**src/bps_pkg.sv**
```systemverilog
// Shared types, constants and the built-in step table of the buzzer pattern sequencer.
`default_nettype none

package bps_pkg;

    localparam logic [3:0] PATTERN_COUNT = 4'd12;

    typedef enum logic [1:0] {
        STEP_END   = 2'd0,
        STEP_TONE  = 2'd1,
        STEP_QUIET = 2'd2
    } step_kind_t;

    typedef struct packed {
        step_kind_t  kind;
        logic [12:0] hz;
        logic [11:0] ms;
    } step_t;

    typedef struct packed {
        logic       command;
        logic [3:0] sound_select;
    } req_t;

    typedef struct packed {
        logic        tone_on;
        logic [12:0] tone_freq;
        logic        playing;
    } rsp_t;

    localparam logic CMD_TICK  = 1'b0;
    localparam logic CMD_START = 1'b1;

    localparam step_t END_STEP = '{kind: STEP_END, hz: 13'd0, ms: 12'd0};

    function automatic step_t tone(input logic [12:0] hz, input logic [11:0] ms);
        step_t s;
        s.kind = STEP_TONE;
        s.hz   = hz;
        s.ms   = ms;
        return s;
    endfunction

    function automatic step_t quiet(input logic [11:0] ms);
        step_t s;
        s.kind = STEP_QUIET;
        s.hz   = 13'd0;
        s.ms   = ms;
        return s;
    endfunction

    // Step table, one row per pattern; unused slots hold the end step.
    function automatic step_t table_step(input logic [3:0] pat, input logic [5:0] slot);
        step_t s;
        logic  odd;
        s   = END_STEP;
        odd = slot[0];
        unique case (pat)
            4'd0:
                if (slot < 6'd2) s = odd ? quiet(12'd100) : tone(13'd4200, 12'd100);
            4'd1:
                if (slot < 6'd2) s = odd ? quiet(12'd20) : tone(13'd4200, 12'd20);
            4'd2:
                if (slot < 6'd4) s = odd ? quiet(12'd200) : tone(13'd4200, 12'd50);
            4'd3:
                if (slot < 6'd6) s = odd ? quiet(12'd2000) : tone(13'd4200, 12'd200);
            4'd4:
                if (slot < 6'd4) s = odd ? quiet(12'd200) : tone(13'd4200, 12'd100);
            4'd5:
                if (slot < 6'd4) s = odd ? quiet(12'd200) : tone(13'd4200, 12'd500);
            4'd6:
                if (slot < 6'd18)
                begin
                    if (odd)
                        s = quiet((slot == 6'd17) ? 12'd4000 : 12'd200);
                    else
                        s = tone(13'd4200,
                                 (slot >= 6'd6 && slot < 6'd12) ? 12'd800 : 12'd150);
                end
            4'd7:
                if (slot < 6'd4) s = odd ? quiet(12'd800) : tone(13'd4200, 12'd200);
            4'd8:
                if (slot < 6'd4) s = odd ? quiet(12'd100) : tone(13'd4200, 12'd100);
            4'd9:
                unique case (slot)
                    6'd0:    s = tone(13'd4200, 12'd250);
                    6'd1:    s = quiet(12'd250);
                    6'd2:    s = tone(13'd3800, 12'd250);
                    6'd3:    s = quiet(12'd3250);
                    default: s = END_STEP;
                endcase
            4'd10:
                unique case (slot)
                    6'd0:    s = tone(13'd4200, 12'd500);
                    6'd1:    s = quiet(12'd250);
                    6'd2:    s = tone(13'd4600, 12'd250);
                    6'd3:    s = quiet(12'd2000);
                    default: s = END_STEP;
                endcase
            4'd11:
                unique case (slot)
                    6'd0:    s = tone(13'd3800, 12'd500);
                    6'd1:    s = tone(13'd4200, 12'd500);
                    6'd2:    s = tone(13'd4600, 12'd500);
                    6'd3:    s = tone(13'd5000, 12'd500);
                    6'd4:    s = quiet(12'd100);
                    default: s = END_STEP;
                endcase
            default:
                s = END_STEP;
        endcase
        return s;
    endfunction

endpackage

`default_nettype wire

```
**src/bps_loader.sv**
```systemverilog
// Copies the constant step table into the step RAM once after reset.
`default_nettype none

module bps_loader #(
    parameter int STEP_SLOTS = 32
) (
    input  wire logic                                   clk,
    input  wire logic                                   rst_n,
    output logic                                        we,
    output logic [$clog2(STEP_SLOTS)+3:0]               waddr,
    output bps_pkg::step_t                              wdata,
    output logic                                        loaded
);

    localparam int SLOT_W = $clog2(STEP_SLOTS);
    localparam int AW     = SLOT_W + 4;
    localparam int DEPTH  = 12 << SLOT_W;

    logic [AW-1:0] fill_reg;
    logic [AW-1:0] fill_next;
    logic          loaded_reg;
    logic          loaded_next;

    always_comb
    begin
        fill_next   = fill_reg;
        loaded_next = loaded_reg;
        if (!loaded_reg)
        begin
            fill_next = fill_reg + AW'(1);
            if (fill_reg == AW'(DEPTH - 1))
            begin
                loaded_next = 1'b1;
            end
        end
    end

    always_ff @(posedge clk or negedge rst_n)
    begin
        if (!rst_n)
        begin
            fill_reg   <= '0;
            loaded_reg <= 1'b0;
        end
        else
        begin
            fill_reg   <= fill_next;
            loaded_reg <= loaded_next;
        end
    end

    assign we     = !loaded_reg;
    assign waddr  = fill_reg;
    assign wdata  = bps_pkg::table_step(fill_reg[AW-1:SLOT_W], 6'(fill_reg[SLOT_W-1:0]));
    assign loaded = loaded_reg;

endmodule

`default_nettype wire

```
**config.mk**
```make
export PLATFORM = sky130hd
export DESIGN_NAME = bps_loader
export DESIGN_NICKNAME = d
export VERILOG_FILES = /design/src/bps_pkg.sv /design/src/bps_loader.sv
export SDC_FILE = /design/constraint.sdc
export NUM_CORES = 1
export LEC_CHECK = 0
export BUFFER_PORTS_ARGS = -buffer_cell sky130_fd_sc_hd__buf_2
export CAP_MARGIN = 0
export CORE_MARGIN = 10
export CORE_UTILIZATION = 50
export CTS_CLUSTER_DIAMETER = 200
export CTS_CLUSTER_SIZE = 10
export DETAILED_ROUTE_END_ITERATION = 7
export GPL_ROUTABILITY_DRIVEN = 0
export PLACE_DENSITY = 0.74
export SYNTH_ARGS = -nofsm -noshare
export SYNTH_HDL_FRONTEND = slang
export SYNTH_SLANG_ARGS = --single-unit
```
**constraint.sdc**
```tcl
create_clock -name clk -period 3.8 [get_ports clk]
set_clock_uncertainty 0.2 [all_clocks]
set_input_delay 0.57 -clock clk [delete_from_list [all_inputs] [get_ports clk]]
set_output_delay 0.57 -clock clk [all_outputs]
set_load 0.02 [all_outputs]
```
# Word-level counts from Yosys, hierarchy flattened
# Index checks and enable logic that the tools add are counted.
op_classes:
  n_addsub: 1
  order_cmp: 6
  eq_ne: 17
  muxes: 25
  n_reduce_logical: 4
op_table:
  columns: ["cell", "count"]
  rows:
  - ["two-way mux 27 bit", 17]
  - ["case mux 27 bit (12 select lines)", 1]
  - ["case mux 27 bit (4 select lines)", 2]
  - ["case mux 27 bit (5 select lines)", 1]
  - ["equality test 4 x 3 -> 1 bit (second input constant)", 4]
  - ["equality test 4 bit (second input constant)", 4]
  - ["two-way mux 12 bit", 1]
  - ["equality test 5 x 2 -> 1 bit (second input constant)", 2]
  - ["less-than comparator 5 x 3 -> 1 bit (second input constant)", 2]
  - ["two-way mux 10 bit", 1]
  - ["adder 9 x 1 -> 9 bit (second input constant)", 1]
  - ["equality test 9 bit (second input constant)", 1]
  - ["equality test 4 x 2 -> 1 bit (second input constant)", 2]
  - ["equality test 5 x 1 -> 1 bit (second input constant)", 1]
  - ["equality test 5 x 3 -> 1 bit (second input constant)", 1]
  - ["equality test 5 bit (second input constant)", 1]
  - ["greater-or-equal comparator 5 x 3 -> 1 bit (second input constant)", 1]
  - ["logical NOT 5 bit", 1]
  - ["less-than comparator 5 x 2 -> 1 bit (second input constant)", 1]
  - ["less-than comparator 5 x 4 -> 1 bit (second input constant)", 1]
  - ["less-than comparator 5 bit (second input constant)", 1]
  - ["equality test 4 x 1 -> 1 bit (second input constant)", 1]
  - ["logical NOT 4 bit", 1]
  - ["two-way mux 1 bit", 2]
  - ["other kinds (2)", 2]
word_totals:
  register_bits: 10
  input_bits: 2
  output_inout_bits: 38

# Longest topological paths before layout
depth:
  depth_word: 6
  ltp_mapped: 10
  ltp_nobuf: 6

# Least setup slack after synthesis
# No wires, ideal clock.
synth_timing:
  path_type: "register to output"
  startpoint: "reg fill_reg[0], in the netlist waddr[0]"
  endpoint: "out wdata[5] (netlist bit)"
  t_arrival_ns: 2.659
  slack_ns: 0.371
  path_stages_with_launch: 10
  path_cell_list: "dfrtp_1 > clkbuf_1 > inv_2 > ha_1 > buf_2 > or4_4 > buf_6 > a22oi_4 > o2bb2ai_1 > or4b_1"
synth_rtl:
  columns: ["element", "line_no", "source"]
  rows:
  - ["start: declaration", "bps_loader.sv:19", "logic [AW-1:0] fill_reg;"]
  - ["start signal: assignment", "bps_loader.sv:47", "fill_reg <= fill_next;"]
  - ["end: declaration", "bps_loader.sv:11", "output bps_pkg::step_t wdata,"]

==> results.yml <==
outcome:
  status: "finished clean"
setup_path:
  r2r.worst_path.cells: 5
  r2r-end: "waddr[8]$_DFFE_PN0N_"
  critPathBufInv: 2
  crit_slowest_cell: "or4_4"
  worstPathCellList: "inv_2 -> ha_1 -> or4_4 -> a22oi_2 -> o21ai_1 -> or4_1 -> buf_2"
  crit_end: "wdata[6]"
  start_kind: "flop"
  cpLargestDelayFamily: "simple AND/OR/NAND/NOR gates"
  cp-end-kind: "output pin"
  worst-path-max-fanout: 11
  reg2reg_from: "waddr[1]$_DFFE_PN0N_"
  cp_num_cells: 7
  regToRegSetupSlack_ns: 1.72
  crit_start: "waddr[0]$_DFFE_PN0N_"
  cpPeakStageDelay_ns: 0.58
  worstPathRequired_ns: 3.03
  crit_arrival_ns: 2.85
  path_class: "flop to output pin"
synthesis:
  async_flop_share: 1.000
  synth_edf_count: 0
  synth_area_um2: 1444
  synthesis.instances: 188
  ys_types: 61
  syn_avg_cell_area_um2: 7.680
  synth-seq-cells: 10
  synthFlopType: "dfrtp_1"
  seq_area_frac_synth: 0.1733
  yosysWarnings: 0
power_and_ir_drop:
  powerDensity_nw_per_um2: 127.3
  seqPwrFrac: 0.513
  swShare: 0.2013
  vdd_ir_drop_max_uv: 181.7
  clkPwrFrac: 0.454
  p_comb_frac: 0.033
  p_switching_uw: 41.73
  intPower_uw: 165.6
  power_leakage_uw: 0.0007939
  power_uw: 207.3
detailed_routing:
  met2WireLength_um: 2086
  antenna_left: 0
  viasPerCell: 6.757
  initialDrtViolationCount: 337
  topRoutingLayerUsed: "met4"
  wl_met3_um: 654
  vias: 1642
  totalWireLength_um: 4606
  wl_per_cell_um: 18.95
  dr.pass1.iters: 4
  wl_met1_um: 1781
  drcViolationCount: 0
hold_path:
  hp-class: "flop to flop"
floorplanning:
  die_y_um: 73.74
  rows: 19
  core-area_um2: 2758
  dieArea_um2: 5437
  die_x_um: 73.74
  io_pins: 40
  initial_utilization: 0.5236
timing:
  finalSetupTns_ns: 0
  fin_crit_ns: 3.616
  setup_viol: 0
  tightestPinTransition_ns: 0.7917
  hold_violations: 0
  rsz0062_at_grt: "false"
  slew_headroom: 0.4673
  period_share: 0.9516
  drv_slew: 0
  fmax_ghz: 0.2766
layout:
  largest_reg_flops: 9
  diodes: 0
  nets: 219
  drive_above_1_share: 0.2547
  n_fill_cell: 256
  synthToLayoutAreaGrowth_pct: 12.74
placement:
  io_buffers: 35
  hpwl_um: 3447
job:
  cap_violations: 0
clock_tree:
  cts_tree: "built"
  cts_max_level: 1
  cts.path.max_buffers: 2
  clkTransAtPathRegs_ns: 0.07
  clock-sinks: 10
  cts_made_buffers: 3
  root_buffer: "clkbuf_4"
  clk_latency_ns: 0.26
  ctsResizeCount: 0
global_routing:
  grt_antenna_before_repair: 0
  grt_pass1_wl_um: 7659
  grt_pass1_vias: 1551
  grt_max_degree: 22
  grt_overflow: 0
  grt_usage: 0.1685
[power groups by stage]
stage | clock network, uW | logic, uW | registers [uW]
2_1_floorplan | 0 | 6.58 | 108
3_3_place_gp | 0 | 5.75 | 108
3_5_place_dp | 0 | 5.98 | 108
4_1_cts | 97.4 | 6.64 | 106
5_1_grt | 104 | 7.49 | 106
6_report | 94.2 | 6.75 | 106
[stage by stage]
stage | instance area, um2 | utilization | worst slack (ns) | cells | hold WS, ns
2_1_floorplan | 1455 | - | 0.3710 | 191 | 0.07441
3_3_place_gp | 1582 | 0.5735 | 0.5726 | 238 | 0.2322
3_5_place_dp | 1582 | 0.5735 | 0.4890 | 238 | 0.2429
4_1_cts | 1628 | 0.5903 | 0.1961 | 243 | 0.3728
5_1_grt | 1628 | 0.5903 | 0.04482 | 243 | 0.4055
6_report | 1628 | 0.5903 | 0.1841 | 243 | 0.3735
[synthesized netlist by cell type, drive strengths merged, types with 4 or more instances]
master / instances / share of area
nor4bb: 4 / 0.028
xnor2: 6 / 0.036
inv: 4 / 0.010
nand2: 13 / 0.034
ha: 4 / 0.035
or3: 4 / 0.017
or4: 4 / 0.023
clkbuf: 13 / 0.034
nand4b: 4 / 0.024
a22oi: 4 / 0.034
nor3: 7 / 0.028
nand3: 12 / 0.042
a31o: 4 / 0.024
o211ai: 6 / 0.031
o21ai: 9 / 0.031
buf: 13 / 0.063
nor2: 12 / 0.031
a21oi: 5 / 0.017
dfrtp: 10 / 0.17
[timing repair]
action,in CTS,in global routing
hold buffers,1,0
setup buffers,0,0
hold endpoints to repair,10,0
[per-layer routing]
layer / vias up / global-route usage
li1: 755 / -
met1: 755 / 0.2126
met2: 118 / 0.2680
met3: 14 / 0.04711
met4: 0 / 0.05383
met5: - / 0
[cell usage in the layout, fill, tap and decap left out, drive strengths merged, types with 5 or more instances in the layout]
cell / count
a21oi: 5
buf: 42
dfrtp: 10
nand2: 13
nand3: 12
nor2: 12
nor3: 7
o211ai: 6
o21ai: 9
xnor2: 6
[final cells by class]
cell class	count	area (um2)	share of cell area
inverters	4	15.01	0.009224
flip-flops and latches	10	250.2	0.1537
repair buffers	43	237.7	0.1460
multi-input cells	151	1050	0.6449
well taps	31	38.79	0.02383
clock buffers	4	36.28	0.02229
[worst min path at each step]
| stage | start | end | slack [ns] | cells past startpoint |
|---|---|---|---|---|
| after floorplan | rst_n | loaded$_DFF_PN0_ | 0.07 | 0 |
| after global placement | rst_n | waddr[7]$_DFFE_PN0N_ | 0.23 | 1 |
| after detailed placement | rst_n | waddr[7]$_DFFE_PN0N_ | 0.24 | 1 |
| after CTS | loaded$_DFF_PN0_ | waddr[0]$_DFFE_PN0N_ | 0.37 | 1 |
| after global routing | loaded$_DFF_PN0_ | waddr[0]$_DFFE_PN0N_ | 0.41 | 1 |
| final | loaded$_DFF_PN0_ | waddr[0]$_DFFE_PN0N_ | 0.37 | 1 |
[cells by family after synthesis]
kind of cell,synth area share
other,0.002597
adder cells (fa/ha/maj),0.03466
flip-flops,0.1733
XOR/XNOR,0.04853
multiplexers,0.02860
AO/OA/AOI/OAI,0.2452
buffers and inverters,0.1074
AND/OR/NAND/NOR,0.3596
No activity file was read; power rests on OpenSTA's default activity.
