**src/bps_ram.sv**
```systemverilog
// Generic single-write, single-read RAM with registered read data.
`default_nettype none

module bps_ram #(
    parameter int WIDTH = 8,
    parameter int DEPTH = 16
) (
    input  wire logic                     clk,
    input  wire logic                     we,
    input  wire logic [$clog2(DEPTH)-1:0] waddr,
    input  wire logic [WIDTH-1:0]         wdata,
    input  wire logic [$clog2(DEPTH)-1:0] raddr,
    output logic      [WIDTH-1:0]         rdata
);

    logic [WIDTH-1:0] mem [DEPTH];

    always_ff @(posedge clk)
    begin
        if (we)
        begin
            mem[waddr] <= wdata;
        end
        rdata <= mem[raddr];
    end

endmodule

`default_nettype wire

```
**config.mk**
```make
export PLATFORM = sky130hd
export DESIGN_NAME = bps_ram
export DESIGN_NICKNAME = d
export VERILOG_FILES = /design/src/bps_ram.sv
export SDC_FILE = /design/constraint.sdc
export NUM_CORES = 1
export LEC_CHECK = 0
export BUFFER_PORTS_ARGS = -buffer_cell sky130_fd_sc_hd__clkbuf_2
export CAP_MARGIN = 5
export CORE_UTILIZATION = 40
export DETAILED_ROUTE_END_ITERATION = 12
export PLACE_DENSITY = 0.62
export SETUP_SLACK_MARGIN = 0.02
export SYNTH_ARGS = -nofsm -noshare
export SYNTH_HDL_FRONTEND = slang
export SYNTH_SLANG_ARGS = --single-unit
```
**constraint.sdc**
```tcl
create_clock -name clk -period 1.7 [get_ports clk]
set_input_delay 0.085 -clock clk [delete_from_list [all_inputs] [get_ports clk]]
set_output_delay 0.085 -clock clk [all_outputs]
set_load 0.005 [all_outputs]
```
* Word level (Yosys, flattened, before mapping)
Memory sizes are Yosys's and may differ from the RTL's. A register that Yosys moved wholly into a read port is not among the register bits.
Index checks and enable logic that the tools add are counted.
Widths: inputs -> output; s select.
** Storage, ports and cells
- Bits in registers :: 0
- Bits in writable memories :: 128
- Input port bits :: 18
- Output and inout bits :: 8
- Word-level logic and storage cells :: 3
- Memories kept :: 1
** Memory list
- mem :: depth 16, bits a word 8, read ports 1, clocked after Yosys merged registers in 1, write ports 1, line 16 : logic [WIDTH-1:0] mem [DEPTH];
** Operators by class
- Multiplexer cells :: 2
** Operator list (number)
- $mux 1 :: 2

* Depth between registers and ports, before layout
Gate-level depths: netlist of run 1.
- Word-level depth :: 2
- Gate-level depth with buffers :: 5
- Gate-level depth less buffers :: 3

* Worst setup path before layout of run 1
OpenSTA, ideal clock, no wires.
- Kind :: input-to-reg
- Start point :: input waddr[2]
- End point :: memory mem[0][0], enable pin
- Setup time :: 0.383 ns
- Data arrival time :: 1.195 ns
- Required time :: 1.317 ns
- Path slack :: 0.122 ns
- Cell stages on the path :: 2
- Path buffers :: 0
- Path through :: or3b_2 nor3_1
** RTL lines
- from (decl) :: line 10 : input wire logic [$clog2(DEPTH)-1:0] waddr,
- to (decl) :: line 16
Straight into the memory's write port.

==> summary.md, run 1 <==
| Metric | Value |
|---|---|
| Outcome | complete, no violations |
| DR WL/cell | 20.0 um |
| Worst-path clk slew | approximately 0.06 ns |
| Final instance area | 6200 um2 |
| Synth Register Bits | 136 |
| Fin. Hold Viols | 0 |
| Setup_tns | 0 ns |
| Switch Pwr | 1.51 mW |
| CTS tree | yes |
| Die area | 13,300 um2 |
| Placed cell area | 5580 um2 |
| Yosys warning count | 0 |
| CTS Hold Bufs | 0 |
| RSZ-0062 raised after global routing | false |
| CTS Buf Count | 17 |
| Final HPWL DP | 5960 um |
| Clk_lat worst skew | approximately 0.4 ns |
| Nets | 302 |
| Max Clk Rate | 0.721 GHz |
| Post-CTS sizing | 0 |
| 1st-pass router iterations | 4 |
| Average size of a mapped cell | 22.5 um2 |
| Met3 Resource Use GR | 0.0481 |
| Clock root buffer | clkbuf_16 |
| Util after Layout | 0.493 |
| Post-synth cell types | 19 |
| Global route overflow | 0 |
| Clock network power share | 0.477 |
| Clock buffer depth | 2 |
| CTS sink cnt | 136 |
| Antenna cells | 0 |
| Die X | 115 um |
| Combinational power share | 0.044 |
| Setup Skew | 0.0206 ns |
| Slew headroom | 0.746 |
| Internal power | between 6 and 7 mW |
| I/O Pins | 26 |
| Worst IR Drop VDD | 0.807 mV |
| Final GP Congestion | 0.712 |
| Core area | ~13,000 um2 |
| Max Cap Viol | 0 |
| Vias | 2,388 |
| Post-CTS setup buffers | 0 |
| Vias in the first global route | between 2,000 and 2,500 |
| Initial Utilization | 0.410 |
| Post-detailed-route DRC marker count | 0 |
| Tightest Pin Transition | 0.382 ns |
| Met1 Usage GRT | 0.212 |
| Sw Ratio | 0.192 |
| Row Count | 41 |
| Syn nets | 247 |
| Final clock period utilization by the worst path | 0.816 |
| CP arrival | approximately 1.7 ns |
| P per Cell Area | 1270 nW/um2 |
| Global routing usage on met2 | 0.242 |
| CTS H-tree lvls | 4 |
| Global route hottest layer | met2 |
| Tmin final | 1.39 ns |
| WS Path Type | reg -> reg |
| Routed Antenna Nets | 0 |
| Layout cell share with drive strength beyond 1 | 0.316 |
| Gr usage total | 0.155 |
| P_leak | 2.11 nW |
| Startpoint Class | register |
| DRT iter0 DRCs | about 160 |
| Die Ht | roughly 120 um |
| Sequential share of power | 0.479 |
| Final setup violation count | 0 |
| Via/cell ratio | between 5 and 6 |
| Post-synthesis sequential area ratio | 0.778 |
| CP max FO | 1 |
| Pin count of the biggest net entering global routing | 33 |
| Slack of the critical path | 0.313 ns |
| Commonest non-fill, non-tap cell in the layout | edfxtp_1 |
| Post-Syn Area | between 5000 and 6000 um2 |
| Cell count after synthesis | 229 |
| Post-synthesis to final-layout area growth | 20.4% |
| Most frequent cells in the layout | 128 x edfxtp_1, 25 x clkbuf_2, 19 x buf_4, 18 x mux4_2, 17 x clkbuf_16 |
| Slew Limit Fails | 0 |
| Worst endpoint required time | roughly 2.0 ns |
| Min-Delay Path Class | in -> reg |
| CP endpoint kind | register |
| Routed wire length | 9360 um |
| IO Port Bufs | 25 |
| Pre-CTS setup slack | 0.146 ns |
| Initial antenna violation count | 0 |
| First-pass GRT wire length | about 14,000 um |
synth_stat cells:
master             n  area (um2)
nand3b_1           2        15.0
mux4_1            14         368
nor2b_1            1        6.26
and2_1             1        6.26
nor3_1             4        20.0
nor2_1            13        48.8
mux4_2            18         405
clkdlybuf4s25_2    3        30.0
nand3_1            1        5.00
nand2b_1           2        12.5
buf_2              3        15.0
and2b_1            1        7.51
buf_4              1        7.51
or3b_2             1        8.76
dfxtp_1            8         160
a22oi_1           16         120
nand2_1            9        33.8
edfxtp_1         128        3840
buf_6              3        33.8
state kept, by name, summed over array words and instances, names as in the netlist:
register and count:
mem 128, rdata 8
worst max-delay path, stage by stage, from the launching register on:
cell and delay, ns:
edfxtp_1 0.36, mux4_1 0.50, a22oi_1 0.32, nand2_1 0.09
routing by layer:
layer	wire [um]	part of all wire	vias up
met4	31	0.0033	0
li1	-	-	1090
met1	4490	0.48	1242
met3	412	0.044	2
met5	0	0	-
met2	4430	0.47	54
area by class of cell:
cell class                      count  area [um2]
Tap cell                          172         215
Fill cell                        1016        6370
Clock buffer                       20         437
Clock inverter                     12         176
Sequential cell                   136        4000
Timing Repair Buffer               46         308
Multi-Input combinational cell     83        1060
metrics by stage:
step                total power, mW  hold WS, ns  std cells
finish                         7.87        0.118        469
global route                   8.10        0.119        469
CTS                            7.92       0.0976        469
detailed placement             4.19        0.459        437
global placement               4.18        0.459        437
floorplan                      4.03        0.184        229
final timing paths:
| kind | from | to | slack [ns] | depth (start not counted) |
|---|---|---|---|---|
| worst min register to register | mem[7][2]$_DFFE_PP_ | rdata[2]$_DFF_P_ | 0.67 | 3 |
| worst min-delay path | wdata[0] | mem[6][0]$_DFFE_PP_ | 0.12 | 1 |
| worst max-delay path | mem[1][3]$_DFFE_PP_ | rdata[3]$_DFF_P_ | 0.31 | 3 |
| worst max register to register | mem[1][3]$_DFFE_PP_ | rdata[3]$_DFF_P_ | 0.31 | 3 |
cell families (layout without fill, tap and decap cells):
logic type / after synthesis / count (layout) / synth area share
AO/OA/AOI/OAI: 16 / 16 / 0.0233
buffers and inverters: 10 / 78 / 0.0168
flip-flops: 136 / 136 / 0.778
multiplexers: 32 / 32 / 0.150
AND/OR/NAND/NOR: 35 / 35 / 0.0318
power by group through the flow:
| stage | combinational [mW] | clock [mW] | sequential (mW) |
|---|---|---|---|
| global placement | 0.343 | 0 | 3.84 |
| global route | 0.373 | 3.95 | 3.78 |
| finish | 0.343 | 3.75 | 3.77 |
| detailed placement | 0.348 | 0 | 3.84 |
| CTS | 0.350 | 3.80 | 3.77 |
| floorplan | 0.190 | 0 | 3.84 |
(Power assumes the default switching activity.)
==> run 2, diff against run 1 <==
clock period = 1.44 ns   (was 1.7 ns; I/O delays follow)
==> summary.md, run 2 (synthesis gave the netlist of run 1 again) <==
| Metric | Value |
|---|---|
| RSZ-0062 raised after global routing | false |
| Worst endpoint required time | 1.73 ns (-0.27 ns) |
| 1st-pass router iterations | 4 (unchanged) |
| Die area | 13,300 um2 (unchanged) |
| Reg-to-reg startpoint | mem[0][5]$_DFFE_PP_ |
| CTS Hold Bufs | 0 (unchanged) |
| Worst IR Drop VDD | 0.585 mV (-28%) |
| Clk_lat worst skew | 0.41 ns (about the same) |
| Internal power | 7.14 mW (+12%) |
| Most flop-heavy register | mem |
| CTS tree | yes |
| Slew Limit Fails | 0 (unchanged) |
| WS Path Type | reg -> reg |
| Slew headroom | 0.404 (-0.342) |
| Final Non-Filler Cells | 470 (+0.21%) |
| CTS Buf Count | 17 (unchanged) |
| Worst Reg2Reg Path Length in Cells | 3 (unchanged) |
| Worst Hold Depth | 1 (unchanged) |
| Switch Pwr | 1.82 mW (+20%) |
| Via/cell ratio | 5.19 (+2.0%) |
| Tmin final | 1.34 ns (-0.0459 ns) |
| Vias in the first global route | 2,572 (+3.0%) |
| Largest register FFs | 128 (unchanged) |
| Clock root buffer | clkbuf_16 |
| Setup_tns | 0 ns (unchanged) |
| Setup Skew | 0.00715 ns (-0.0135 ns) |
| Startpoint Class | register |
| CP arrival | 1.63 ns (-0.05 ns) |
| Routed Antenna Nets | 0 (unchanged) |
| Final clock period utilization by the worst path | 0.931 (+0.115) |
| CTS H-tree lvls | 4 (unchanged) |
| First-pass GRT wire length | 15,900 um (+12%) |
| Placed Cells | 438 (+0.23%) |
| Antenna cells | 0 (unchanged) |
| Max Clk Rate | 0.746 GHz (+3.4%) |
| CTS sink cnt | 136 (unchanged) |
| IO Port Bufs | 25 (unchanged) |
| CP endpoint kind | register |
| Sequential share of power | 0.497 (+0.018) |
| Tightest Pin Transition | 0.893 ns (+0.511 ns) |
| Die Ht | 115 um (unchanged) |
| Final instance area | 6180 um2 (-0.32%) |
| Initial antenna violation count | 0 (unchanged) |
| Vias | 2,440 (+2.2%) |
| Post-CTS setup buffers | 0 (unchanged) |
| Gr usage total | 0.174 (+0.0195) |
| Clock buffer depth | 2 (unchanged) |
| Commonest non-fill, non-tap cell in the layout | edfxtp_1 |
| Initial Utilization | 0.410 (unchanged) |
| Nets | 303 (+0.33%) |
| P per Cell Area | 1450 nW/um2 (+14%) |
| Fin. Hold Viols | 0 (unchanged) |
| Sw Ratio | 0.203 (+0.0102) |
| Layout cell share with drive strength beyond 1 | 0.322 (+0.00565) |
| Worst setup path start | mem[0][5]$_DFFE_PP_ |
| Final HPWL DP | 6550 um (+9.8%) |
| Outcome | complete, no violations |
| Post-synthesis to final-layout area growth | 20.0% |
| Placed cell area | 5610 um2 (+0.45%) |
| Layout filler cell count | 1,026 (+0.98%) |
| P_leak | 2.09 nW (-0.92%) |
| DRT iter0 DRCs | 225 (+37%) |
| Most frequent cells in the layout | 128 x edfxtp_1, 25 x clkbuf_2, 19 x buf_4, 18 x mux4_2, 17 x clkbuf_16 |
| Row Count | 41 (unchanged) |
| Worst hold start | wdata[5] |
| Hold Slack | 0.0921 ns (-0.0258 ns) |
| Die X | 115 um (unchanged) |
| Clock network power share | 0.456 (-0.021) |
| Routed wire length | 10,400 um (+12%) |
| Largest registers | mem x128, rdata x8 |
| Post-detailed-route DRC marker count | 0 (unchanged) |
| Global route overflow | 0 (unchanged) |
| Final setup violation count | 0 (unchanged) |
| Min-Delay Path Class | in -> reg |
| Combinational power share | 0.047 (+0.003) |
| CP max FO | 1 (unchanged) |
| Worst-path clk slew | 0.06 ns (about the same) |
| Final GP Congestion | 0.786 (+10%) |
| I/O Pins | 26 (unchanged) |
| Pin count of the biggest net entering global routing | 19 (-42%) |
| DR WL/cell | 22.2 um (+11%) |
| Max Cap Viol | 0 (unchanged) |
| Core area | 12,600 um2 (unchanged) |
## run 2: cell types whose count changed in the layout (fill, tap and decap cells not counted), sizes merged
cell | before | now
bufinv | 4 | 2
clkinvlp | 2 | 4
buf | 21 | 22
inv | 0 | 1
clkbuf | 45 | 44
## run 2: per-layer routing
layer / global-route usage / share of wire / routed length [um] / up-vias
met5: 0 / 0 / 0 / -
met4: 0.0442 / 0.0073 / 76 / 0
met3: 0.0471 / 0.080 / 834 / 9
met2: 0.265 / 0.47 / 4950 / 92
met1: 0.251 / 0.44 / 4570 / 1249
li1: - / - / - / 1090
## run 2: area by class of cell
class / instances / area [um2] / share of cell area
sequential: 136 / 4000 / 0.648
multi-input combinational: 83 / 1070 / 0.173
clock buffer: 19 / 433 / 0.0701
timing repair buffer: 47 / 328 / 0.0531
tap: 172 / 215 / 0.0348
clock inverter: 13 / 130 / 0.0211
## run 2: final timing paths
check,end,slack (ns)
worst max-delay path,rdata[5]$_DFF_P_,0.1
worst min-delay path,mem[6][5]$_DFFE_PP_,0.09
worst max register to register,rdata[5]$_DFF_P_,0.1
worst min register to register,rdata[6]$_DFF_P_,0.68
## run 2: through the flow
stage / utilization / setup slack, ns / total power [mW]
3_5_place_dp: 0.446 / -0.0744 / 4.96
5_1_grt: 0.491 / 0.0719 / 9.22
6_report: 0.491 / 0.0989 / 8.96
3_3_place_gp: 0.446 / -0.0980 / 4.95
4_1_cts: 0.491 / 0.0520 / 9.03
2_1_floorplan: - / 0.102 / 4.75
## run 2: repair_timing
action	in CTS	in global routing
hold endpoints to repair	0	0
endpoints found under the setup margin	0	1
resized for setup	0	1
## run 2: power by group through the flow
stage	clock network [mW]	registers (mW)	logic, mW
floorplan	0	4.53	0.225
global placement	0	4.53	0.418
detailed placement	0	4.54	0.428
CTS	4.15	4.45	0.429
global route	4.31	4.46	0.458
finish	4.09	4.45	0.421
## run 2: critical path, cell delays in order (launching register included)
cell and delay (ns):
edfxtp_1 0.39, mux4_1 0.52, a22oi_1 0.24, nand2_1 0.08
==> run 3, diff against run 2 <==
clock period = 1.5 ns   (was 1.44 ns; I/O delays follow)
==> summary.md, run 3 (synthesis gave the netlist of run 1 again) <==
| Metric | Value |
|---|---|
| Clock root buffer | clkbuf_16 |
| CTS tree | yes |
| Nets | 302 (-0.33%) |
| Fin. Hold Viols | 0 (unchanged) |
| Worst IR Drop VDD | 0.911 mV (+56%) |
| Most flop-heavy register | mem |
| DRT iter0 DRCs | 217 (-3.6%) |
| Die Ht | 115 um (unchanged) |
| Min-Delay Path Class | in -> reg |
| Max Clk Rate | 0.726 GHz (-2.7%) |
| CP top delay family | multiplexers |
| CTS H-tree lvls | 4 (unchanged) |
| Slew headroom | 0.425 (+0.0215) |
| Worst Hold End | mem[0][6]$_DFFE_PP_ |
| Most frequent cells in the layout | 128 x edfxtp_1, 25 x clkbuf_2, 19 x buf_4, 18 x mux4_2, 17 x clkbuf_16 |
| First-pass GRT wire length | 15,400 um (-2.8%) |
| Post-synthesis to final-layout area growth | 19.5% |
| Worst hold start | wdata[6] |
| Routed Antenna Nets | 0 (unchanged) |
| Row Count | 41 (unchanged) |
| Final Non-Filler Cells | 469 (-0.21%) |
| Critical path's largest stage delay | 0.46 ns (-0.06 ns) |
| CP endpoint kind | register |
| Layout cell share with drive strength beyond 1 | 0.320 (-0.00228) |
| Combinational power share | 0.047 (about the same) |
| Worst Reg2Reg Path Length in Cells | 3 (unchanged) |
| Gr usage total | 0.172 (-0.00250) |
| Worst Hold Depth | 1 (unchanged) |
| Largest registers | mem x128, rdata x8 |
| Final GP Congestion | 0.727 (-7.6%) |
| Post-CTS setup buffers | 0 (unchanged) |
| Final setup violation count | 0 (unchanged) |
| Setup_tns | 0 ns (unchanged) |
| DR WL/cell | 22.0 um (-0.84%) |
| WS Path Type | reg -> reg |
| Layout filler cell count | 1,028 (+0.19%) |
| Multi-input logic area | 1060 um2 (-0.47%) |
| P_leak | 2.08 nW (-0.72%) |
| CP arrival | 1.65 ns (+0.02 ns) |
| Worst-path clk slew | 0.05 ns (about the same) |
| Commonest non-fill, non-tap cell in the layout | edfxtp_1 |
| Switch Pwr | 1.71 mW (-5.7%) |
| Clk_lat worst skew | 0.40 ns (about the same) |
| Startpoint Class | register |
| Die area | 13,300 um2 (unchanged) |
| Initial Utilization | 0.410 (unchanged) |
| Antenna cells | 0 (unchanged) |
| Cell Chain, Critical Path | mux4_2 > a22oi_1 > nand2_1 |
| Post-CTS sizing | 0 (unchanged) |
| Via/cell ratio | 5.23 (+0.71%) |
| Max Cap Viol | 0 (unchanged) |
| Slew Limit Fails | 0 (unchanged) |
| Outcome | complete, no violations |
| RSZ-0062 raised after global routing | false |
| CTS sink cnt | 136 (unchanged) |
| Tightest Pin Transition | 0.860 ns (-0.0322 ns) |
| Sequential share of power | 0.500 (+0.003) |
| CTS Buf Count | 17 (unchanged) |
| Vias in the first global route | 2,489 (-3.2%) |
| P per Cell Area | 1390 nW/um2 (-4.2%) |
| Global route overflow | 0 (unchanged) |
| Internal power | 6.83 mW (-4.4%) |
| Sw Ratio | 0.200 (-0.00219) |
| I/O Pins | 26 (unchanged) |
| Final clock period utilization by the worst path | 0.918 (-0.0128) |
| Vias | 2,452 (+0.49%) |
| 1st-pass router iterations | 4 (unchanged) |
| Pre-CTS setup slack | -0.0447 ns (+0.0297 ns) |
| R2r setup slk | 0.12 ns (+0.02 ns) |
| Placed Cells | 437 (-0.23%) |
| Core area | 12,600 um2 (unchanged) |
| CP max FO | 1 (unchanged) |
| Initial antenna violation count | 0 (unchanged) |
| IO Port Bufs | 25 (unchanged) |
| Setup Skew | 0.00568 ns (-0.00147 ns) |
| Post-detailed-route DRC marker count | 0 (unchanged) |
| Worst endpoint required time | 1.78 ns (+0.05 ns) |
| Largest register FFs | 128 (unchanged) |
| Final HPWL DP | 6230 um (-4.8%) |
| Routed wire length | 10,300 um (-1.1%) |
| CP max-delay cell | mux4_2 |
| Slack of the critical path | 0.122 ns (+0.0233 ns) |
| Reg-to-reg startpoint | mem[11][7]$_DFFE_PP_ |
| Clock buffer depth | 2 (unchanged) |
| CTS Hold Bufs | 0 (unchanged) |
| Pin count of the biggest net entering global routing | 33 (+14) |
| Util after Layout | 0.489 (-0.00209) |
| R2R Path End | rdata[7]$_DFF_P_ |
| Critical path buffer and inverter count | 0 (unchanged) |
| Tmin final | 1.38 ns (+0.0367 ns) |
| Die X | 115 um (unchanged) |
| Register cell area after layout | 4000 um2 (unchanged) |
| Clock network power share | 0.453 (-0.003) |
## run 3: layout make-up
type	instances	area share
clock buffers	17	0.0692
repair buffers	46	0.0500
well taps	172	0.0350
clock inverters	15	0.0222
flip-flops and latches	136	0.651
multi-input cells	83	0.173
## run 3: stage by stage
stage	hold slack [ns]	power [mW]	area (um2)
after floorplan	0.174	4.56	5150
after global placement	0.446	4.75	5590
after detailed placement	0.447	4.76	5590
final	0.105	8.54	6150
after global routing	0.116	8.80	6150
after CTS	0.0834	8.60	6150
## run 3: worst reg2reg max path, delay by kind of cell, from the launching register on
kind / cells / cell delay [ns]
DFF: 1 / 0.35
muxes: 1 / 0.46
AOI/OAI and AO/OA: 1 / 0.35
and+or+nand+nor: 1 / 0.08
## run 3: worst max path at each step
stage | endpoint | depth (start not counted) | startpoint | slack, ns
after floorplan | mem[3][0]$_DFFE_PP_ | 2 | waddr[2] | 0.16
after global placement | rdata[7]$_DFF_P_ | 5 | raddr[0] | -0.03
after detailed placement | rdata[7]$_DFF_P_ | 5 | raddr[0] | -0.04
after CTS | rdata[7]$_DFF_P_ | 3 | mem[11][7]$_DFFE_PP_ | 0.09
after global routing | rdata[7]$_DFF_P_ | 3 | mem[11][7]$_DFFE_PP_ | 0.05
final | rdata[7]$_DFF_P_ | 3 | mem[11][7]$_DFFE_PP_ | 0.12
## run 3: power by group through the flow
stage               logic, mW  registers, mW  clock network, mW
finish                  0.400           4.27               3.87
detailed placement      0.403           4.35                  0
CTS                     0.406           4.28               3.92
global placement        0.395           4.35                  0
floorplan               0.216           4.35                  0
global route            0.432           4.28               4.09
## run 3: metal layers
| layer | share of wire | global-route usage |
|---|---|---|
| met1 | 0.44 | 0.241 |
| met2 | 0.47 | 0.248 |
| met3 | 0.072 | 0.0570 |
| met4 | 0.015 | 0.0710 |
| met5 | 0 | 0 |
