==> src/bps_pkg.sv <==
// Shared types, constants and the built-in step table of the buzzer pattern sequencer.
`default_nettype none

package bps_pkg;

    localparam logic [3:0] PATTERN_COUNT = 4'd12;

    typedef enum logic [1:0] {
        STEP_END   = 2'd0,
        STEP_TONE  = 2'd1,
        STEP_QUIET = 2'd2
    } step_kind_t;

    typedef struct packed {
        step_kind_t  kind;
        logic [12:0] hz;
        logic [11:0] ms;
    } step_t;

    typedef struct packed {
        logic       command;
        logic [3:0] sound_select;
    } req_t;

    typedef struct packed {
        logic        tone_on;
        logic [12:0] tone_freq;
        logic        playing;
    } rsp_t;

    localparam logic CMD_TICK  = 1'b0;
    localparam logic CMD_START = 1'b1;

    localparam step_t END_STEP = '{kind: STEP_END, hz: 13'd0, ms: 12'd0};

    function automatic step_t tone(input logic [12:0] hz, input logic [11:0] ms);
        step_t s;
        s.kind = STEP_TONE;
        s.hz   = hz;
        s.ms   = ms;
        return s;
    endfunction

    function automatic step_t quiet(input logic [11:0] ms);
        step_t s;
        s.kind = STEP_QUIET;
        s.hz   = 13'd0;
        s.ms   = ms;
        return s;
    endfunction

    // Step table, one row per pattern; unused slots hold the end step.
    function automatic step_t table_step(input logic [3:0] pat, input logic [5:0] slot);
        step_t s;
        logic  odd;
        s   = END_STEP;
        odd = slot[0];
        unique case (pat)
            4'd0:
                if (slot < 6'd2) s = odd ? quiet(12'd100) : tone(13'd4200, 12'd100);
            4'd1:
                if (slot < 6'd2) s = odd ? quiet(12'd20) : tone(13'd4200, 12'd20);
            4'd2:
                if (slot < 6'd4) s = odd ? quiet(12'd200) : tone(13'd4200, 12'd50);
            4'd3:
                if (slot < 6'd6) s = odd ? quiet(12'd2000) : tone(13'd4200, 12'd200);
            4'd4:
                if (slot < 6'd4) s = odd ? quiet(12'd200) : tone(13'd4200, 12'd100);
            4'd5:
                if (slot < 6'd4) s = odd ? quiet(12'd200) : tone(13'd4200, 12'd500);
            4'd6:
                if (slot < 6'd18)
                begin
                    if (odd)
                        s = quiet((slot == 6'd17) ? 12'd4000 : 12'd200);
                    else
                        s = tone(13'd4200,
                                 (slot >= 6'd6 && slot < 6'd12) ? 12'd800 : 12'd150);
                end
            4'd7:
                if (slot < 6'd4) s = odd ? quiet(12'd800) : tone(13'd4200, 12'd200);
            4'd8:
                if (slot < 6'd4) s = odd ? quiet(12'd100) : tone(13'd4200, 12'd100);
            4'd9:
                unique case (slot)
                    6'd0:    s = tone(13'd4200, 12'd250);
                    6'd1:    s = quiet(12'd250);
                    6'd2:    s = tone(13'd3800, 12'd250);
                    6'd3:    s = quiet(12'd3250);
                    default: s = END_STEP;
                endcase
            4'd10:
                unique case (slot)
                    6'd0:    s = tone(13'd4200, 12'd500);
                    6'd1:    s = quiet(12'd250);
                    6'd2:    s = tone(13'd4600, 12'd250);
                    6'd3:    s = quiet(12'd2000);
                    default: s = END_STEP;
                endcase
            4'd11:
                unique case (slot)
                    6'd0:    s = tone(13'd3800, 12'd500);
                    6'd1:    s = tone(13'd4200, 12'd500);
                    6'd2:    s = tone(13'd4600, 12'd500);
                    6'd3:    s = tone(13'd5000, 12'd500);
                    6'd4:    s = quiet(12'd100);
                    default: s = END_STEP;
                endcase
            default:
                s = END_STEP;
        endcase
        return s;
    endfunction

endpackage

`default_nettype wire

==> src/bps_core.sv <==
// Playback state, step update against the prefetched table entry, and result register.
`default_nettype none

module bps_core #(
    parameter int STEP_SLOTS = 32
) (
    input  wire logic                         clk,
    input  wire logic                         rst_n,
    input  wire logic                         loaded,
    input  wire logic                         req_valid,
    output logic                              req_ready,
    input  wire bps_pkg::req_t                req,
    output logic                              rsp_valid,
    input  wire logic                         rsp_ready,
    output bps_pkg::rsp_t                     rsp,
    output logic [$clog2(STEP_SLOTS)+3:0]     raddr,
    input  wire bps_pkg::step_t               rdata
);

    localparam int SLOT_W = $clog2(STEP_SLOTS);
    localparam int AW     = SLOT_W + 4;

    logic          active_reg,    active_next;
    logic [3:0]    pattern_reg,   pattern_next;
    logic [4:0]    step_reg,      step_next;
    logic [11:0]   count_reg,     count_next;
    logic          sounding_reg,  sounding_next;
    logic [12:0]   freq_reg,      freq_next;
    logic          rsp_valid_reg, rsp_valid_next;
    bps_pkg::rsp_t rsp_reg,       rsp_next;

    logic           accept;
    logic [11:0]    count_dec;
    logic           step_ok;
    logic           step_ok_next;
    bps_pkg::step_t cur;

    assign req_ready = loaded && (!rsp_valid_reg || rsp_ready);
    assign accept    = req_valid && req_ready;

    // rdata holds the entry for (pattern_reg, step_reg), read last cycle.
    assign step_ok   = (pattern_reg < bps_pkg::PATTERN_COUNT) && (int'(step_reg) < STEP_SLOTS);
    assign cur       = step_ok ? rdata : bps_pkg::END_STEP;
    assign count_dec = (count_reg != 12'd0) ? (count_reg - 12'd1) : 12'd0;

    always_comb
    begin
        active_next   = active_reg;
        pattern_next  = pattern_reg;
        step_next     = step_reg;
        count_next    = count_reg;
        sounding_next = sounding_reg;
        freq_next     = freq_reg;
        if (accept)
        begin
            if (req.command == bps_pkg::CMD_START)
            begin
                pattern_next = req.sound_select;
                step_next    = 5'd0;
                count_next   = 12'd0;
                active_next  = 1'b1;
            end
            else if (active_reg)
            begin
                count_next = count_dec;
                if (count_dec == 12'd0)
                begin
                    unique case (cur.kind)
                        bps_pkg::STEP_TONE:
                        begin
                            sounding_next = 1'b1;
                            freq_next     = cur.hz;
                            count_next    = cur.ms;
                        end
                        bps_pkg::STEP_QUIET:
                        begin
                            sounding_next = 1'b0;
                            freq_next     = 13'd0;
                            count_next    = cur.ms;
                        end
                        default:
                        begin
                            active_next = 1'b0;
                            count_next  = 12'd0;
                        end
                    endcase
                    step_next = step_reg + 5'd1;
                end
            end
        end
    end

    // Prefetch the entry for the state being written.
    assign step_ok_next = (pattern_next < bps_pkg::PATTERN_COUNT)
                          && (int'(step_next) < STEP_SLOTS);
    assign raddr = step_ok_next ? ((AW'(pattern_next) << SLOT_W) | AW'(step_next)) : '0;

    always_comb
    begin
        rsp_next           = rsp_reg;
        rsp_valid_next     = rsp_valid_reg;
        if (rsp_ready)
        begin
            rsp_valid_next = 1'b0;
        end
        if (accept)
        begin
            rsp_valid_next     = 1'b1;
            rsp_next.tone_on   = sounding_next;
            rsp_next.tone_freq = freq_next;
            rsp_next.playing   = active_next;
        end
    end

    always_ff @(posedge clk or negedge rst_n)
    begin
        if (!rst_n)
        begin
            active_reg    <= 1'b0;
            pattern_reg   <= 4'd0;
            step_reg      <= 5'd0;
            count_reg     <= 12'd0;
            sounding_reg  <= 1'b0;
            freq_reg      <= 13'd0;
            rsp_valid_reg <= 1'b0;
        end
        else
        begin
            active_reg    <= active_next;
            pattern_reg   <= pattern_next;
            step_reg      <= step_next;
            count_reg     <= count_next;
            sounding_reg  <= sounding_next;
            freq_reg      <= freq_next;
            rsp_valid_reg <= rsp_valid_next;
        end
    end

    always_ff @(posedge clk)
    begin
        rsp_reg <= rsp_next;
    end

    assign rsp_valid = rsp_valid_reg;
    assign rsp       = rsp_reg;

`ifndef ASSERT_OFF
    a_start_plays: assert property (@(posedge clk) disable iff (!rst_n)
        accept && req.command == bps_pkg::CMD_START
        |=> rsp_valid_reg && rsp_reg.playing && step_reg == 5'd0 && count_reg == 12'd0)
        else $error("start word did not restart playback");

    a_idle_count: assert property (@(posedge clk) disable iff (!rst_n)
        !active_reg |-> count_reg == 12'd0)
        else $error("countdown running while idle");

    a_sound_freq: assert property (@(posedge clk) disable iff (!rst_n)
        sounding_reg == (freq_reg != 13'd0))
        else $error("tone state and frequency disagree");

    a_rsp_freq: assert property (@(posedge clk) disable iff (!rst_n)
        rsp_valid_reg |-> (rsp_reg.tone_on || rsp_reg.tone_freq == 13'd0))
        else $error("silent result with nonzero frequency");
`endif

endmodule

`default_nettype wire

==> config.mk <==
export PLATFORM = sky130hd
export DESIGN_NAME = bps_core
export DESIGN_NICKNAME = d
export VERILOG_FILES = /design/src/bps_pkg.sv /design/src/bps_core.sv
export SDC_FILE = /design/constraint.sdc
export NUM_CORES = 1
export LEC_CHECK = 0
export BUFFER_PORTS_ARGS = -buffer_cell sky130_fd_sc_hd__buf_2
export CAP_MARGIN = 20
export CORE_MARGIN = 3
export CORE_UTILIZATION = 58
export DETAILED_ROUTE_END_ITERATION = 7
export PLACE_DENSITY = 0.81
export SLEW_MARGIN = 40
export SYNTH_ARGS = -nofsm -noshare
export SYNTH_HDL_FRONTEND = slang
export SYNTH_SLANG_ARGS = --single-unit
==> constraint.sdc <==
create_clock -name clk -period 8 [get_ports clk]
set_input_delay 1.6 -clock clk [delete_from_list [all_inputs] [get_ports clk]]
set_output_delay 1.6 -clock clk [all_outputs]
set_load 0.05 [all_outputs]
* After elaboration in Yosys (flattened, before gate mapping) *
Cells that the tools add are included.
Widths: inputs -> output; s select.

word-level totals
  input bits = 37
  logic and storage cells = 57
  register bits = 52

operators by class
  reduce and logical (&&, ||, !) cells = 10
  mux-type cells = 30
  add/subtract/negate cells = 2
  eq/ne operators = 2
  bitwise gates (word level) = 1
  magnitude comparators = 2

operator list
  cell                   count
  $mux 12                5
  $mux 13                4
  $mux 27                1
  $pmux 13 s2            1
  $mux 5                 4
  $logic_not 12->1       1
  $reduce_bool 12->1     1
  $sub 12x1->12 const B  1
  $mux 1                 11
  $mux 9                 1
  $or 9x5->9             1
  $lt 4x4->1 const B     2
  $mux 4                 2
  $add 5x1->5 const B    1
  $reduce_bool 2->1      2
  $eq 2x1->1 const B     1
  $eq 2x2->1 const B     1
  $logic_and 1x1->1      2
  $pmux 1 s2             1
  $reduce_and 2->1       1
  $reduce_or 2->1        1
  $logic_not 1->1        1
  $logic_or 1x1->1       1

* Depth between registers and ports, before layout *
Gate-level depths: netlist (run 1).

  depth after elaboration = 9
  depth in mapped cells = 10
  depth with buffers taken out = 8

* Worst setup path before layout (run 1) *
No wires, ideal clock.

  path kind = input port to output port
  start = input rsp_ready
  end = output raddr[3]
  data required time = 6.400 ns
  path slack = 2.196 ns
  arrival time = 4.204 ns
  stages on the path = 8
  cell sequence = nand2b_1 -> and2_1 -> nand2_1 -> inv_1 -> and2_1 -> nand4_1 -> nor3_1 -> mux2i_1

between the ends
  word-level cells in the longest chain between the ends = 6
  elaborated cells between the ends (all ways) = 8
  those cells by class = order compare: 1; mux: 3; bitwise: 1; reduce/logical: 3

RTL lines
  what                                      RTL line                        RTL
  from (decl)                               bps_core.sv:14                  input wire logic rsp_ready,
  $logic_or 1x1->1 *                        bps_core.sv:38                  assign req_ready = loaded && (!rsp_valid_reg || rsp_ready);
  $logic_and 1x1->1 *                       bps_core.sv:38
  named net req_ready                       bps_core.sv:11                  output logic req_ready,
  $logic_and 1x1->1 *                       bps_core.sv:39                  assign accept = req_valid && req_ready;
  named net accept                          bps_core.sv:32                  logic accept;
  $mux 4 or $mux 5 (tied branches)          bps_core.sv:54                  if (accept)
  $lt 4x4->1 or $or 9x5->9 (tied branches)  bps_core.sv:94, bps_core.sv:96
  $mux 9 *                                  bps_core.sv:96                  assign raddr = step_ok_next ? ((AW'(pattern_next) << SLOT_W) | AW'(step_next)) : '0;
  to (decl)                                 bps_core.sv:16                  output logic [$clog2(STEP_SLOTS)+3:0] raddr,

Mark *: on every way through the listed nets, which the timed path passes. The rest lies on a longest branch.

* Final worst setup path (run 1) *
  start = input rsp_ready
  end = output raddr[1]

between the ends
  word-level cells in the longest chain between the ends = 6
  elaborated cells between the ends (all ways) = 8
  those cells by class = order compare: 1; mux: 3; bitwise: 1; reduce/logical: 3

RTL lines
  what                                      RTL line
  $logic_or 1x1->1 *                        bps_core.sv:38
  $logic_and 1x1->1 *                       bps_core.sv:38
  $logic_and 1x1->1 *                       bps_core.sv:39
  named net accept                          bps_core.sv:32
  $mux 4 or $mux 5 (tied branches)          bps_core.sv:54
  $lt 4x4->1 or $or 9x5->9 (tied branches)  bps_core.sv:94, bps_core.sv:96
  $mux 9 *                                  bps_core.sv:96

Marked as above.

==> results of run 1 <==
[worst min-delay path by stage]
stage / start / endpoint / slack (ns) / depth (start not counted)
floorplan: pattern_reg[0] / pattern_reg[0] / 0.47 / 1
global placement: sounding_reg / sounding_reg / 0.47 / 1
detailed placement: sounding_reg / sounding_reg / 0.49 / 1
CTS: freq_reg[7] / freq_reg[7] / 0.51 / 1
global route: pattern_reg[0] / pattern_reg[0] / 0.52 / 1
finish: freq_reg[7] / freq_reg[7] / 0.50 / 1
[critical path, cell delays in order]
cell and delay [ns]:
buf_2 0.07, nand2b_1 0.13, and2_1 0.15, nand2_1 0.07, inv_1 0.49, nand2_1 0.55
nand3_1 0.21, o21ai_0 0.16, a31oi_1 0.21, buf_2 0.29
[cell usage after synthesis, drive strengths merged, types with 4 or more instances]
| cell type | count | area share, % |
|---|---|---|
| a21oi | 8 | 1.5 |
| a31o | 4 | 1.3 |
| and3 | 14 | 3.2 |
| buf | 4 | 1.4 |
| clkbuf | 9 | 1.3 |
| dfrtp | 37 | 34 |
| edfxtp | 15 | 16 |
| inv | 4 | 0.55 |
| mux2 | 19 | 8.0 |
| mux2i | 8 | 2.9 |
| nand2 | 27 | 3.8 |
| nand2b | 6 | 1.4 |
| nand3 | 6 | 1.1 |
| nor2 | 11 | 1.5 |
| nor2b | 7 | 1.6 |
| nor3 | 12 | 2.2 |
| nor4 | 6 | 2.4 |
| o21ai | 15 | 2.7 |
| or2 | 6 | 1.4 |
| or3 | 4 | 1.1 |
[area by class of cell]
class | instances | area (sq um)
Tap cell | 52 | 65.1
Multi-Input combinational cell | 186 | 1270
Sequential cell | 52 | 1380
Timing Repair Buffer | 66 | 343
Fill cell | 332 | 1260
Clock inverter | 2 | 38.8
Inverter | 4 | 15.0
Clock buffer | 6 | 72.6
[kinds of logic after synthesis]
| group | after synthesis |
|---|---|
| flip-flops | 52 |
| multiplexers | 27 |
| XOR/XNOR | 2 |
| adder cells (fa/ha/maj) | 3 |
| AND/OR/NAND/NOR | 111 |
| buffers and inverters | 17 |
| AO/OA/AOI/OAI | 43 |
[power by group through the flow]
stage / logic [mW] / clock network [mW] / registers (mW)
3_5_place_dp: 0.425 / 0 / 0.397
6_report: 0.432 / 0.184 / 0.393
3_3_place_gp: 0.413 / 0 / 0.395
4_1_cts: 0.427 / 0.188 / 0.391
2_1_floorplan: 0.331 / 0 / 0.405
5_1_grt: 0.472 / 0.196 / 0.402
[stage by stage]
stage          cell area [sq um]  setup WS, ns  std cells
2_1_floorplan               2730          2.20        255
3_3_place_gp                3050          2.55        358
3_5_place_dp                3070          2.44        360
4_1_cts                     3180          2.42        368
5_1_grt                     3190          2.14        368
6_report                    3190          2.46        368
[routing by layer]
layer | global-route usage (%) | share of wire [%] | vias to the layer above
met2 | 34.1 | 49 | 53
met5 | 0 | 0 | -
li1 | - | - | 1044
met3 | 4.94 | 5.0 | 7
met1 | 30.5 | 45 | 1003
met4 | 5.53 | 0.98 | 0
==> impl_metrics.tcl, run 1 <==
set metrics [dict create \
    grt-ovfl-total 0 \
    synth_edf_count 15 \
    final_core_util_pct 71.7 \
    wl_per_cell_um 15.5 \
    clockPowerShare_pct 18.3 \
    switchingPower_mw 0.411 \
    clock_latency_ns 0.31 \
    tns_ns 0 \
    cts_tree "built" \
    drc 0 \
    die_width_um 74.6 \
    drive_gt1_share_pct 35.4 \
    core_sq_um 4440 \
    hold_buffers 0 \
    slew_headroom_pct 55.9 \
    synthSimpleGateAreaFrac_pct 23.5 \
    reg2reg_depth 9 \
    muxShareOfSynthArea_pct 10.9 \
    pin_count 63 \
    setup_viol 0 \
    crit_path_start "rsp_ready" \
    worst_pin_slew_ns 0.660 \
    r2r_slack_ns 4.68 \
    worst-setup-path-type "input port to output port" \
    synth_compound_area_share_pct 9.98 \
    cap_violations 0 \
    synth_top_family_by_area "simple AND/OR/NAND/NOR gates" \
    diodes 0 \
    port_buffers 62 \
    leakage_nw 1.52 \
    cts-resized-gates 0 \
    whs_ns 0.502 \
    wirelength_um 5720 \
    p_comb_share_pct 42.8 \
    critPathCaptureType "output port" \
    p_sw_share_pct 40.7 \
    fp.dieH_um 74.6 \
    path_max_fanout 20 \
    reg2reg_to "rsp[6]" \
    timing.fmax_mhz 180 \
    clk_pin_slew_worst_paths_ns 0.09 \
    synth-xor-area-share_pct 0.641 \
    track_usage_pct 21.6 \
    crit_arrival_ns 3.94 \
    synth_cells 255 \
    cts_buffers 5 \
    synth_flop_cell "dfrtp_1" \
    grt_pass1_wl_um 9220 \
    hold_path_class "flip-flop to flip-flop" \
    avgSynthCellArea_sq_um 10.7 \
    crit_end "raddr[1]" \
    grt_pass1_vias 1961 \
    p_int_mw 0.598 \
    routed_via_density 5.73 \
    place.detailed.hpwl_um 4010 \
    peakVddDrop_mv 0.253 \
    power_frac_seq_pct 39.0 \
    fin_crit_ns 5.54 \
    antenna_found_initial 0 \
    worst_clock_skew_ns 0.00465 \
    grt_max_degree 38 \
    start_util_pct 61.5 \
    maxSlewViolCount 0 \
    outcome "complete, no violations" \
    syn2layout_area_growth_pct 16.6 \
    syn-cell-area_sq_um 2730 \
    rsz0062_at_grt "false" \
    power_per_cell_area_nw_per_um2 317 \
    row_count 24 \
    ys_seq_area_share_pct 50.4 \
    num_vias 2107 \
    layout_commonest_cell "buf_2" \
    drtAntennaViolNets 0 \
    final_nets 355 \
    layout_common_cells "buf_2 (61), dfrtp_1 (37), nand2_1 (26), mux2_2 (18)" \
    htreeDepth 2 \
    clk_path_buf_depth 2 \
    cts_root_buf "clkbuf_8" \
    total_power_mw 1.01 \
    ys_types 47 \
    postCtsSetupBuffers 0 \
    ys.warnings.count 0 \
    drt_iter0_markers 103 \
    first_pass_iters 4 \
    die_area_sq_um 5570 \
    crit_required_ns 6.40 \
    timing.final.crit_share_pct 69.3 \
    r2r_start "count_reg[0]" \
    synth_fa_ha_area_share_pct 1.37 \
    hold_viol 0 \
    ys_seq_elements 52 \
    start_kind "input port" \
    syn_nets 295 \
    place_congestion 0.855 \
    async_flop_share_pct 71.2 \
    largest_reg_flops 15 \
    clock_sinks 52 \
]
No activity file was read; power rests on OpenSTA's default activity.
==> inputs of run 2 (changes only) <==
CORE_UTILIZATION = 54   (was 58)
PLACE_DENSITY = 0.76   (was 0.81)
clock period = 5.62 ns   (was 8 ns; I/O delays follow)
==> run 2 against run 1 <==
Effect of this change:
- final cell count increased by 3.8%
- clock skew up 0.0061 ns
- critical path type is now flip-flop to output port
- die area up 6.8%
- combinational power grew 40%
- critical path depth shrank 1
- sequential power rose by 43%
- clock power grew 23%
- first-iteration DRC count grew 77%
- total power grew 38%
- sequential share of layout area hardly changed
- largest cell class unchanged
==> impl_metrics.tcl, run 2 (same netlist as run 1, synthesis figures left out) <==
set metrics [dict create \
    timing.final.crit_share_pct 82.2 \
    clock_sinks 52 \
    reg2reg_to "rsp[8]" \
    syn2layout_area_growth_pct 16.5 \
    r2r_slack_ns 2.33 \
    fin_crit_ns 4.62 \
    pin_count 63 \
    routed_via_density 5.55 \
    cts_buffers 5 \
    final_nets 354 \
    grt_pass1_wl_um 9600 \
    drt_iter0_markers 182 \
    min_path_cells 1 \
    worst_clock_skew_ns 0.0107 \
    start_util_pct 56.7 \
    cts-resized-gates 0 \
    cap_violations 0 \
    wl_per_cell_um 15.2 \
    largest_reg_flops 15 \
    hold_buffers 0 \
    power_per_cell_area_nw_per_um2 438 \
    drive_gt1_share_pct 35.9 \
    path_max_fanout 9 \
    r2r_start "count_reg[0]" \
    gr-max-usage-layer "met2" \
    die_area_sq_um 5950 \
    total_power_mw 1.39 \
    leakage_nw 1.50 \
    worst-path-buf-inv 2 \
    crit_arrival_ns 3.50 \
    critPathCaptureType "output port" \
    crit_slowest_cell "or4b_2" \
    postCtsSetupBuffers 0 \
    layout_common_cells "buf_2 (61), dfrtp_1 (37), nand2_1 (25), mux2_2 (18)" \
    wirelength_um 5790 \
    num_vias 2119 \
    grt_util_met3_pct 3.64 \
    core_sq_um 4820 \
    worst-setup-path-type "flip-flop to output port" \
    clk_pin_slew_worst_paths_ns 0.10 \
    drtAntennaViolNets 0 \
    port_buffers 62 \
    diodes 0 \
    hold_path_class "flip-flop to flip-flop" \
    tns_ns 0 \
    die_width_um 77.1 \
    holdPathEnd "freq_reg[10]" \
    peakVddDrop_mv 0.296 \
    clock_latency_ns 0.31 \
    row_count 25 \
    outcome "complete, no violations" \
    cts_tree "built" \
    layout_commonest_cell "buf_2" \
    track_usage_pct 20.2 \
    path_delay_family "simple AND/OR/NAND/NOR gates" \
    hp-start "freq_reg[10]" \
    antenna_found_initial 0 \
    maxSlewViolCount 0 \
    htreeDepth 2 \
    grt-ovfl-total 0 \
    hold_viol 0 \
    worst_pin_slew_ns 0.585 \
    rsz0062_at_grt "false" \
    first_pass_iters 4 \
    slew_headroom_pct 60.9 \
    grt_max_degree 38 \
    timing.fmax_mhz 216 \
    grt_use_met1_pct 28.3 \
    setup_viol 0 \
    cpPeakStageDelay_ns 0.72 \
    reg2reg_depth 9 \
    place_congestion 0.820 \
    use_met2_pct 30.7 \
    clk_path_buf_depth 2 \
    start_kind "flip-flop" \
    crit_required_ns 4.50 \
    place.detailed.hpwl_um 4030 \
    grt_pass1_vias 2047 \
    path_cells "inv_1 > ha_1 > or3b_1 > xnor2_1 > nor4_1 > a31oi_2 > or4b_2 > a31oi_1 > buf_2" \
    drc 0 \
    fillerInstances 404 \
    fp.dieH_um 77.1 \
    cts_root_buf "clkbuf_8" \
]
[run 2: changes by cell type in the layout (fill, tap and decap cells not counted), sizes merged]
cell,change
clkinvlp,+1
bufinv,-1
clkinv,+1
clkbuf,-1
buf,-1
[run 2: layout make-up]
| cell class | instances | area [sq um] | area share (%) |
|---|---|---|---|
| inverter | 4 | 15.0 | 0.472 |
| tap | 67 | 83.8 | 2.63 |
| clock buffer | 5 | 68.8 | 2.16 |
| timing repair buffer | 65 | 335 | 10.5 |
| multi-input combinational | 186 | 1280 | 40.1 |
| clock inverter | 3 | 27.5 | 0.864 |
| sequential | 52 | 1380 | 43.2 |
[run 2: how the worst max path moves through the flow]
stage | end | slack (ns) | startpoint | cells past startpoint
CTS | raddr[1] | 0.94 | count_reg[0] | 9
global route | raddr[1] | 0.78 | count_reg[0] | 9
floorplan | raddr[3] | 0.77 | rsp_ready | 8
global placement | raddr[2] | 1.34 | rsp_ready | 10
detailed placement | raddr[2] | 1.28 | rsp_ready | 10
finish | raddr[1] | 1.0 | count_reg[0] | 9
[run 2: stage by stage]
step | util [%] | area, sq um | hold WS (ns) | worst slack [ns] | instances
final | 66.1 | 3180 | 0.507 | 0.999 | 382
after global routing | 66.1 | 3180 | 0.525 | 0.776 | 382
after CTS | 66.0 | 3180 | 0.512 | 0.943 | 382
after detailed placement | 64.0 | 3080 | 0.483 | 1.28 | 374
after global placement | 63.9 | 3080 | 0.473 | 1.34 | 374
after floorplan | - | 2730 | 0.465 | 0.768 | 255
[run 2: power breakdown]
group | total [mW] | switching [mW] | internal (mW)
sequential | 0.561 | 0.0814 | 0.480
clock | 0.226 | 0.134 | 0.0917
combinational | 0.606 | 0.371 | 0.235
[run 2: routing by layer]
| metal | wire [um] | share of wire, % | vias to the layer above |
|---|---|---|---|
| met5 | 0 | 0 | - |
| met4 | 95 | 1.6 | 0 |
| met3 | 372 | 6.4 | 9 |
| met2 | 2640 | 46 | 71 |
| met1 | 2680 | 46 | 1001 |
| li1 | - | - | 1038 |
[run 2: worst reg2reg max path, delay by kind of cell (launching register included)]
| family | cells | cell delay (ns) |
|---|---|---|
| muxes | 1 | 0.38 |
| and+or+nand+nor | 5 | 1.57 |
| adders and majority gates | 1 | 0.23 |
| DFF | 1 | 0.46 |
| buffers and inverters | 2 | 0.41 |
